### config.mk
export PLATFORM = sky130hd
export DESIGN_NAME = sfc_front
export DESIGN_NICKNAME = d
export VERILOG_FILES = /design/src/hw/rtl/sfc_pkg.sv /design/src/hw/rtl/sfc_front.sv
export SDC_FILE = /design/constraint.sdc
export NUM_CORES = 1
export LEC_CHECK = 0
export BUFFER_PORTS_ARGS = -buffer_cell sky130_fd_sc_hd__buf_2
export CORE_MARGIN = 3
export CORE_UTILIZATION = 54
export CTS_BUF_LIST = sky130_fd_sc_hd__clkbuf_8
export CTS_CLUSTER_DIAMETER = 30
export DETAILED_ROUTE_END_ITERATION = 16
export GPL_TIMING_DRIVEN = 1
export PLACE_DENSITY = 0.83
export SLEW_MARGIN = 20
export SYNTH_ARGS = -nofsm -noshare
export SYNTH_HDL_FRONTEND = slang
export SYNTH_SLANG_ARGS = --single-unit
### constraint.sdc
create_clock -name clk -period 7.3 [get_ports clk]
set_input_delay 2.19 -clock clk [delete_from_list [all_inputs] [get_ports clk]]
set_output_delay 2.19 -clock clk [all_outputs]
set_load 0.03 [all_outputs]
### src/hw/rtl/sfc_pkg.sv
// ----------------------------------------------------------------------------
// sfc_pkg
// Types, codes and helper functions shared by the shadow register field codec.
// ----------------------------------------------------------------------------
package sfc_pkg;

	localparam int SFC_MAX_WORDS = 4;

	localparam logic SFC_REQ_READ  = 1'b0;
	localparam logic SFC_REQ_WRITE = 1'b1;

	localparam logic SFC_KIND_VALUE = 1'b0;
	localparam logic SFC_KIND_PAIR  = 1'b1;

	typedef struct packed {
		logic        req_type;
		logic [15:0] reg_addr;
		logic [15:0] raw_pair;
		logic        last_word;
		logic [2:0]  width_words;
		logic        byte_le;
		logic        word_le;
		logic [5:0]  bit_offset;
		logic [6:0]  bit_width;
		logic [63:0] field_value;
		logic        use_cache;
	} sfc_req_t;

	typedef struct packed {
		logic        out_kind;
		logic [63:0] out_value;
		logic [15:0] out_pair;
		logic        out_last;
	} sfc_rsp_t;

	// Request after decode: byte order applied to read words, width clamped
	typedef struct packed {
		logic        is_write;
		logic [15:0] addr;
		logic [15:0] word;
		logic        last;
		logic [2:0]  words;
		logic        byte_le;
		logic        word_le;
		logic [5:0]  off;
		logic [6:0]  bw;
		logic [63:0] value;
		logic        use_cache;
	} sfc_item_t;

	function automatic logic [15:0] order_bytes(input logic [15:0] w, input logic le);
		return le ? {w[7:0], w[15:8]} : w;
	endfunction

	function automatic logic [63:0] lsb_mask(input logic [6:0] bits);
		logic [63:0] m;
		m = (64'd1 << bits[5:0]) - 64'd1;
		return bits[6] ? '1 : m;
	endfunction

endpackage

### src/hw/rtl/sfc_front.sv
// ----------------------------------------------------------------------------
// sfc_front
// Accepts requests, decodes them and holds them in a two-entry queue.
// ----------------------------------------------------------------------------
module sfc_front import sfc_pkg::*; #(
	parameter int MAX_WIDTH_WORDS = 4
) (
	input  logic      clk,
	input  logic      arst_n,
	input  logic      req_valid,
	output logic      req_stall,
	input  sfc_req_t  req,
	input  logic      busy,
	output logic      item_valid,
	output sfc_item_t item,
	input  logic      item_take
);

	localparam logic [2:0] MAXW = 3'(MAX_WIDTH_WORDS);

	sfc_item_t  ent_q [2];
	sfc_item_t  dec;
	logic       wp_q, rp_q;
	logic [1:0] cnt_q;
	logic       push;

	always_comb begin
		dec.is_write  = (req.req_type == SFC_REQ_WRITE);
		dec.addr      = req.reg_addr;
		dec.word      = order_bytes(req.raw_pair, req.byte_le);
		dec.last      = req.last_word;
		if (req.width_words == 3'd0) begin
			dec.words = 3'd1;
		end else if (req.width_words > MAXW) begin
			dec.words = MAXW;
		end else begin
			dec.words = req.width_words;
		end
		dec.byte_le   = req.byte_le;
		dec.word_le   = req.word_le;
		dec.off       = req.bit_offset;
		dec.bw        = req.bit_width;
		dec.value     = req.field_value;
		dec.use_cache = req.use_cache;
	end

	assign req_stall  = busy || (cnt_q == 2'd2);
	assign push       = req_valid && !req_stall;
	assign item_valid = (cnt_q != 2'd0);
	assign item       = ent_q[rp_q];

	always_ff @(posedge clk or negedge arst_n) begin
		if (!arst_n) begin
			wp_q  <= 1'b0;
			rp_q  <= 1'b0;
			cnt_q <= 2'd0;
		end else begin
			if (push) begin
				wp_q <= ~wp_q;
			end
			if (item_take) begin
				rp_q <= ~rp_q;
			end
			cnt_q <= cnt_q + 2'(push) - 2'(item_take);
		end
	end

	always_ff @(posedge clk) begin
		if (push) begin
			ent_q[wp_q] <= dec;
		end
	end

endmodule

[Word-level counts from Yosys, hierarchy flattened]
Memory sizes are Yosys's and may differ from the RTL's.
Index checks and enable logic that the tools add are counted.
Word-level totals
  bits in latches: 0
  input port bits: 122
  register bits: 4
  bits in read-only memories: 0
  output and inout port bits: 119
  RAM bits: 234
  memories: 1
Operators by class
  bitwise logic cells: 2
  shift operators: 0
  $lt $le $gt $ge: 1
  add/sub/neg operators: 2
  eq/ne operators: 1
  mux-type cells: 5
  reductions and logical operators: 5
  divide/modulo/power cells: 0
  multiply operators: 0
Memory list
  ent_q: words 2, width 117, read ports 1, clocked after Yosys merged registers in 0, write ports 1, line sfc_front.sv:21  | sfc_item_t ent_q [2];
Operators by type and width (count)
  16-bit two-way mux: 1
  3-bit two-way mux: 2
  3-bit > comparator, second input constant: 1
  3-bit zero test: 1
  2-bit by 1-bit adder with 2-bit output: 1
  2-bit == test, second input constant: 1
  1-bit two-way mux: 2
  1-bit inverter: 2
  2-bit nonzero test: 1
  2-bit by 1-bit subtractor with 2-bit output: 1
  1-bit logical AND: 1
  1-bit zero test: 1
  1-bit logical OR: 1

[Longest topological paths before layout]
Gate-level depths: netlist of the first run.
  depth in word-level cells: 6
  mapped depth: 7

[Least setup slack after synthesis of the first run]
Ideal clock, no wire load.
  kind: input to register
  from: input port busy
  to: memory ent_q[0][0] in the netlist's numbering, enable pin
  slack: -0.597 ns
  setup time: 0.595 ns
  arrival time: 7.302 ns
  required time: 6.705 ns
  cell stages on the path: 2
  path through: nand3b_1 > nor2_1
On the way
  longest elaborated chain between the ends: 5
RTL lines
  from (decl): line sfc_front.sv:13  | input logic busy,
  1-bit logical OR: line sfc_front.sv:47  | assign req_stall = busy || (cnt_q == 2'd2);
  1-bit zero test: line sfc_front.sv:48  | assign push = req_valid && !req_stall;
  1-bit logical AND: line sfc_front.sv:48
  1-bit two-way mux: line sfc_front.sv:69  | if (push) begin
  1-bit two-way mux (implied by the code): line sfc_front.sv:70  | ent_q[wp_q] <= dec;
  to (decl): line sfc_front.sv:21
No other way between the ends.

==> results of run 1 <==
[layout make-up]
type                       instances  area share (%)
inverter                           3           0.101
sequential                       238            64.0
clock inverter                    26            2.02
tap                              216            2.43
clock buffer                      41            5.07
multi-input combinational        147            15.2
timing repair buffer             245            11.1
[registers in the layout, indices dropped and copies added (netlist names)]
name   count
wp_q       1
rp_q       1
ent_q    234
cnt_q      2
[cell usage in the layout (no fill, tap or decap)]
cell	n
ha_1	2
nand3b_1	1
dfrtp_1	3
clkinv_2	3
nand2b_1	2
nor2_4	2
edfxtp_1	234
xnor2_1	3
bufinv_16	4
inv_1	11
clkinv_1	6
mux2_2	113
clkinvlp_4	5
buf_2	240
nor2b_1	1
mux2_4	20
buf_4	5
clkbuf_8	41
xor2_1	1
a21oi_1	1
dfrtp_4	1
or2_2	1
[power breakdown]
| part | internal [mW] | leakage (nW) | total (mW) | switching [mW] |
|---|---|---|---|---|
| registers | 1.70 | 2.18 | 1.82 | 0.115 |
| clock network | 0.664 | 0.416 | 1.15 | 0.488 |
| logic | 0.505 | 1.64 | 1.35 | 0.848 |
| total | 2.87 | 4.24 | 4.32 | 1.45 |
[worst paths after layout]
kind | slack (ns) | startpoint | endpoint
worst max-delay path | 2.19 | rp_q$_DFFE_PN0P_ | item[115]
worst min-delay path | 0.50 | cnt_q[1]$_DFF_PN0_ | cnt_q[1]$_DFF_PN0_
worst max register to register | 4.45 | cnt_q[1]$_DFF_PN0_ | ent_q[1][111]$_DFFE_PP_
worst min register to register | 0.50 | cnt_q[1]$_DFF_PN0_ | cnt_q[1]$_DFF_PN0_
max in group asynchronous | 5.68 | arst_n | rp_q$_DFFE_PN0P_
min in group asynchronous | 1.48 | arst_n | cnt_q[1]$_DFF_PN0_
[layer usage]
metal / vias up / global-route usage (%) / share of wire [%]
li1: 2138 / - / -
met1: 2262 / 20.8 / 38
met2: 204 / 32.3 / 52
met3: 34 / 6.33 / 8.3
met4: 2 / 6.56 / 2.1
met5: - / 0 / 0.077
[metrics by stage]
stage	TNS [ns]	cells	hold WS, ns	util (%)
5_1_grt	0	916	0.533	69.6
3_3_place_gp	0	849	0.478	64.6
4_1_cts	0	916	0.508	69.6
2_1_floorplan	-139.64	404	0.460	-
3_5_place_dp	0	849	0.494	64.6
6_report	0	916	0.504	69.6
[worst max-delay path: cells and delay by family, from the launching register on]
kind | cells | cell delay [ns]
buffers and inverters | 2 | 0.93
multiplexers | 1 | 0.42
flip-flops | 1 | 1.02
[cells by family after synthesis]
| family | share of synthesized area, % |
|---|---|
| buf+inv | 1.32 |
| mux | 17.6 |
| flops | 79.9 |
| fa+ha+maj | 0.280 |
| simple gates | 0.449 |
| xor+xnor | 0.393 |
| compound gates | 0.0560 |
==> results.toml, run 1 <==
[outcome]
outcome = "completed"

[setup_path]
worstSetupPathType = "flip-flop to output pin"
slowest_delay_ns = 1.02
cp_cell_sequence = "buf_4 > mux2_2 > buf_2"
crit_slowest_cell = "dfrtp_4"
worstPathArrival_ns = 2.92
cp-start-kind = "flip-flop"
worstRegToRegCells = 4
end_kind = "output pin"
cp_max_fo = 68
cp_data_required_time_ns = 5.11

[grt]
grt_overflow = 0
antenna_found_initial = 1
grt_pass1_wl_um = 26000
grt_usage_pct = 18.3
grt_pass1_vias = 5207
grt_max_degree = 69

[power]
static-leakage-power_nw = 4.24
peakVddDrop_v = 0.000296
power_density_nw_per_um2 = 388
total_power_mw = 4.32

[synthesis]
synth-edff-count = 234
synth.area.top_cells = "edfxtp_1, mux2_2, mux2_4"
ys_types = 18
synth-warning-count = 0
synth_seq_cells = 238
async_flop_share_pct = 1.68
synth_top_cell_by_area = "edfxtp_1"
yosys.area.top_type_share_pct = 78.8
netlist_area_um2 = 8920
yosysSeqAreaShare_pct = 79.9
synth_nets = 528
syn-instance-count = 404
yosysMostFrequentCell = "edfxtp_1"
syn_area_per_cell_um2 = 22.1
yosys-top-cells-count = "edfxtp_1, mux2_2, mux2_4"
ys.flop_type = "edfxtp_1"

[clock_network]
cts_sinks = 238
clockBufferDepth = 3
clk_pin_slew_ns = 0.06
holdBufCountCts = 0
cts_tree = "built"
post_cts_buffers = 0
h-tree-depth = 2
clockRootBuffer = "clkbuf_8"
cts_buffers = 40
insertion_delay_ns = 0.51
cts-resized-gates = 0

[timing]
worst_slew_pin_slew_ns = 1.02
rsz0062_at_grt = "false"
fmax_ghz = 0.196
finalSetupViolCount = 0
finalCriticalPeriod_ns = 5.11
finalHoldViolCount = 0
timing.final.ws_setup_ns = 2.19
max_slew_margin_pct = 32.0
fin_crit_sh_pct = 70.0
fin_skew_ns = 0.0101
slew_viol_final = 0

[placed_design]
port_buffers = 240
dp_hpwl_um = 11200
gp_congestion = 0.733
dpl_cell_area_um2 = 10300
dp_slack_ns = 2.52

[min_path]
min_path_type = "flip-flop to flip-flop"
holdPathStages = 1

[floorplanning]
row_count = 46
die_w_um = 135
die_area_um2 = 18100
start_util_pct = 55.8
die_y_um = 135
io_pins = 241
core_area_um2 = 16000

[finish]
ff_latch_area_um2 = 7130
drive_gt1_share_pct = 62.1
diodes = 0
final_area_um2 = 11100
fin_nets = 799
fillers = 1059
syn_to_final_growth_pct = 24.8
multi_input_area_um2 = 1690

[detailed_routing]
ant_nets = 0
wl_um = 16900
drtIter0Drc = 215
post_drt_wl_per_cell_um = 18.4
dr_total_vias = 4640
drtPass1Iterations = 4
drc = 0
vias_per_cell = 5.07

[job]
maxCapViolCount = 0
No activity file was read; power rests on OpenSTA's default activity.
==> run 2, diff against run 1 <==
clock period = 4.9 ns   (was 7.3 ns; I/O delays follow)
==> run 2 against run 1 <==
Against the previous run: power grew 51%; worst hold slack lost 0.0043 ns; sequential share of layout area shrank 0.54 points.
==> results.toml, run 2 (synthesis results as in run 1) <==
[setup_path]
crit_slowest_cell = "dfrtp_4"
cp_data_required_time_ns = 3.43
slowest_delay_ns = 1.00
worstSetupPathType = "flip-flop to output pin"
worstPathArrival_ns = 2.54
worstRegToRegCells = 4
cp_max_fo = 67
r2r_slack_ns = 2.74
end_kind = "output pin"
r2r-end = "ent_q[1][112]$_DFFE_PP_"
cp_cell_sequence = "buf_4 > mux2_2 > buf_2"
r2r_start = "cnt_q[1]$_DFF_PN0_"
cp-start-kind = "flip-flop"

[min_path]
min_path_type = "flip-flop to flip-flop"
worstHoldStart = "cnt_q[1]$_DFF_PN0_"
hold_end = "cnt_q[1]$_DFF_PN0_"
holdPathStages = 1

[floorplanning]
start_util_pct = 55.8
die_w_um = 135
io_pins = 241
row_count = 46
die_area_um2 = 18100
core_area_um2 = 16000
die_y_um = 135

[detailed_routing]
dr_total_vias = 4695
drtPass1Iterations = 4
drtIter0Drc = 295
wl_met1_um = 6500
route.met3.wl_um = 1550
wl_um = 17300
drc = 0
ant_nets = 0
met2_length_um = 8730
post_drt_wl_per_cell_um = 18.6
vias_per_cell = 5.05
top_layer = "met5"

[finish]
mostFrequentLayoutCells = "buf_2, edfxtp_1, mux2_2, clkbuf_8, mux2_4"
layout_commonest_cell = "buf_2"
top_regs = "ent_q x234, cnt_q x2"
syn_to_final_growth_pct = 25.8
max_flop_register = "ent_q"
final_area_um2 = 11200
layout.cells.non_filler = 929
fillers = 1053
largest_reg_flops = 234
drive_gt1_share_pct = 61.8
fin_nets = 803

[job]
maxCapViolCount = 0

[clock_network]
h-tree-depth = 2
cts_sinks = 238
clockBufferDepth = 3
cts_tree = "built"
cts_buffers = 43
cts-resized-gates = 0
holdBufCountCts = 0
insertion_delay_ns = 0.52
clk_pin_slew_ns = 0.06
clockRootBuffer = "clkbuf_8"
post_cts_buffers = 0

[power]
static-leakage-power_nw = 4.30
peakVddDrop_v = 0.000379
power_density_nw_per_um2 = 582

[placed_design]
dpl_cell_area_um2 = 10400
dp_hpwl_um = 11500
placed_cells = 850
port_buffers = 240
gp_congestion = 0.738

[timing]
fin_skew_ns = 0.0144
finalSetupViolCount = 0
fmax_ghz = 0.250
finalHoldViolCount = 0
rsz0062_at_grt = "false"
max_slew_margin_pct = 37.6
slew_viol_final = 0
fin_crit_sh_pct = 81.8
worst_slew_pin_slew_ns = 0.936
finalCriticalPeriod_ns = 4.01

[grt]
grt_overflow = 0
grt_usage_pct = 18.7
grt_pass1_wl_um = 26300
antenna_found_initial = 3
grt_pass1_vias = 5139
grt_max_degree = 87

[outcome]
outcome = "completed"
==> run 2: changes by cell type in the layout (fill, tap and decap cells not counted) <==
| cell | change |
|---|---|
| clkinv_2 | +1 |
| inv_1 | +3 |
| clkinv_1 | +4 |
| diode_2 | +1 |
| bufinv_16 | -1 |
| clkbuf_8 | +4 |
| clkinv_4 | +1 |
| buf_12 | +2 |
| inv_6 | +2 |
| clkinvlp_4 | -3 |
| buf_4 | -1 |
==> run 2: power breakdown <==
group / internal (mW) / switching (mW) / leakage (nW)
logic: 0.769 / 1.26 / 1.65
registers: 2.54 / 0.171 / 2.18
clock network: 1.02 / 0.770 / 0.469
total: 4.33 / 2.20 / 4.30
==> run 2: per-stage QoR <==
stage | setup slack (ns) | hold WS [ns] | TNS (ns) | total power [mW] | util, %
floorplan | -0.328 | 0.460 | -76.72 | 4.27 | -
detailed placement | 1.41 | 0.485 | 0 | 4.81 | 64.8
global route | 0.734 | 0.540 | 0 | 6.81 | 70.2
CTS | 0.850 | 0.497 | 0 | 6.61 | 70.2
global placement | 1.48 | 0.480 | 0 | 4.74 | 64.8
finish | 0.893 | 0.499 | 0 | 6.53 | 70.2
==> run 2: worst max path at each step <==
stage                      from               endpoint  cells after the start
5_1_grt        rp_q$_DFFE_PN0P_               item[54]                      3
6_report       rp_q$_DFFE_PN0P_               item[48]                      3
3_3_place_gp   rp_q$_DFFE_PN0P_               item[53]                      3
2_1_floorplan              busy  ent_q[0][0]$_DFFE_PP_                      2
3_5_place_dp   rp_q$_DFFE_PN0P_               item[59]                      3
4_1_cts        rp_q$_DFFE_PN0P_               item[48]                      3
==> run 2: per-layer routing <==
metal	GRT usage, %	vias to the layer above
met1	21.5	2268
met4	7.58	4
met3	7.34	41
met5	0	-
li1	-	2167
met2	31.4	215
==> run 2: cell type report <==
type | instances | area (um^2) | share of cell area, %
Antenna cell | 1 | 2.50 | 0.0223
Clock buffer | 45 | 619 | 5.52
Clock inverter | 33 | 230 | 2.05
Inverter | 3 | 11.3 | 0.100
Multi-Input combinational cell | 147 | 1690 | 15.1
Sequential cell | 238 | 7130 | 63.5
Tap cell | 216 | 270 | 2.41
Timing Repair Buffer | 246 | 1270 | 11.3
==> run 2: critical path, delay by kind of cell (launching register included) <==
kind                   cells  cell delay, ns
buffers and inverters      2            0.59
DFF                        1            1.00
muxes                      1            0.37
==> run 3, diff against run 2 <==
clock period = 3.83 ns   (was 4.9 ns; I/O delays follow)
==> run 3 against run 2 <==
Against the previous run: via count fell by 0.49%; combinational power grew 33%; final area decreased by 0.16%; sequential power up 25%; power grew 26%; clock skew fell by 0.0028 ns; register-to-register slack got worse by 0.94 ns; clock-buffer cell count decreased by 4; critical endpoint is now item[61]; first-iteration DRC count is 9.5% lower; sequential share of layout area rose by 0.099 points; worst hold slack got worse by 0.041 ns.
==> results.toml, run 3 (synthesis results as in run 1) <==
[floorplanning]
die_y_um = 135
die_w_um = 135
start_util_pct = 55.8
row_count = 46
die_area_um2 = 18100
core_area_um2 = 16000
io_pins = 241

[timing]
finalCriticalPeriod_ns = 3.32
worst_slew_pin_slew_ns = 0.594
fmax_ghz = 0.301
rsz0062_at_grt = "false"
whs_ns = 0.458
finalSetupViolCount = 0
fin_crit_sh_pct = 86.6
finalHoldViolCount = 0
slew_viol_final = 0
fin_skew_ns = 0.0115
max_slew_margin_pct = 60.3

[grt]
grt_usage_pct = 18.8
grt_max_degree = 86
grt_pass1_wl_um = 26500
grt_overflow = 0
busiest_layer = "met2"
grtUsageMet1_pct = 21.6
grt_pass1_vias = 5082
antenna_found_initial = 2
grtUsageMet2_pct = 33.1
grt_use_met3_pct = 6.07

[finish]
drive_gt1_share_pct = 62.5
largest_reg_flops = 234
fillers = 1048
top_regs = "ent_q x234, cnt_q x2"
layout_commonest_cell = "buf_2"
syn_to_final_growth_pct = 25.6
max_flop_register = "ent_q"
fin_nets = 806
final_util_pct = 70.1
mostFrequentLayoutCells = "buf_2, edfxtp_1, mux2_2, clkbuf_8, mux2_4"

[detailed_routing]
dr_total_vias = 4672
drtIter0Drc = 267
vias_per_cell = 5.07
drc = 0
ant_nets = 0
wl_um = 17200
post_drt_wl_per_cell_um = 18.7
drtPass1Iterations = 4

[power]
peakVddDrop_v = 0.000468
static-leakage-power_nw = 4.28
power_density_nw_per_um2 = 735

[clock_network]
cts_buffers = 41
clockBufferDepth = 3
cts_sinks = 238
cts-resized-gates = 0
holdBufCountCts = 0
cts_tree = "built"
insertion_delay_ns = 0.49
clockRootBuffer = "clkbuf_8"
clk_pin_slew_ns = 0.05
post_cts_buffers = 0
h-tree-depth = 2

[setup_path]
r2r_start = "cnt_q[0]$_DFF_PN0_"
cp_cell_sequence = "buf_12 > mux2_2 > buf_2"
r2r_slack_ns = 1.80
r2r-end = "ent_q[0][70]$_DFFE_PP_"
crit_slowest_cell = "dfrtp_4"
cp_data_required_time_ns = 2.68
end_kind = "output pin"
cp-start-kind = "flip-flop"
worstPathArrival_ns = 2.17
worstSetupPathType = "flip-flop to output pin"
worstRegToRegCells = 4
path_depth = 3
slowest_delay_ns = 0.72
crit_buf_inv = 2
cp_max_fo = 51
critical-path-top-delay-family = "flip-flops"

[job]
maxCapViolCount = 0

[min_path]
min_path_type = "input port to async pin"

[outcome]
outcome = "completed"

[placed_design]
gp_congestion = 0.720
dp_hpwl_um = 11700
port_buffers = 240
[run 3: cell count changes in the layout (fill, tap and decap cells not counted)]
cell	change
clkbuf_8	-4
clkinv_1	-4
inv_1	-4
buf_12	+3
buf_4	+2
clkinvlp_4	-1
[run 3: area by class of cell]
cell class,count,area (um^2),share of cell area (%)
tap,216,270,2.41
sequential,238,7130,63.6
inverter,3,11.3,0.100
timing repair buffer,251,1350,12.0
multi-input combinational,147,1690,15.1
clock buffer,41,564,5.03
clock inverter,24,193,1.72
antenna,1,2.50,0.0223
[run 3: worst max path at each step]
stage                                 from                       to  slack, ns
after global routing      rp_q$_DFFE_PN0P_                 item[72]       0.39
after floorplan                       busy    ent_q[0][0]$_DFFE_PP_      -1.08
after detailed placement              busy  ent_q[0][110]$_DFFE_PP_       0.97
after CTS                 rp_q$_DFFE_PN0P_                 item[61]       0.45
final                     rp_q$_DFFE_PN0P_                 item[61]       0.51
after global placement                busy  ent_q[0][110]$_DFFE_PP_       0.99
[run 3: stage by stage]
step                setup TNS [ns]  setup slack [ns]  instance area (um^2)  total power, mW  std cells
floorplan                  -251.98             -1.08                  8930             5.46        404
global placement                 0             0.986                 10500             6.11        855
detailed placement               0             0.971                 10500             6.18        855
CTS                              0             0.454                 11200             8.34        920
global route                     0             0.391                 11200             8.60        921
finish                           0             0.511                 11200             8.24        921
[run 3: routing by layer]
layer | vias to the layer above | wire, um
met2 | 205 | 9120
met3 | 28 | 1480
met4 | 2 | 323
li1 | 2160 | -
met5 | - | 13
met1 | 2277 | 6290
[run 3: report_power, final]
group,total (mW),switching [mW],internal (mW)
clock,2.13,0.930,1.20
sequential,3.40,0.151,3.24
combinational,2.71,1.69,1.02
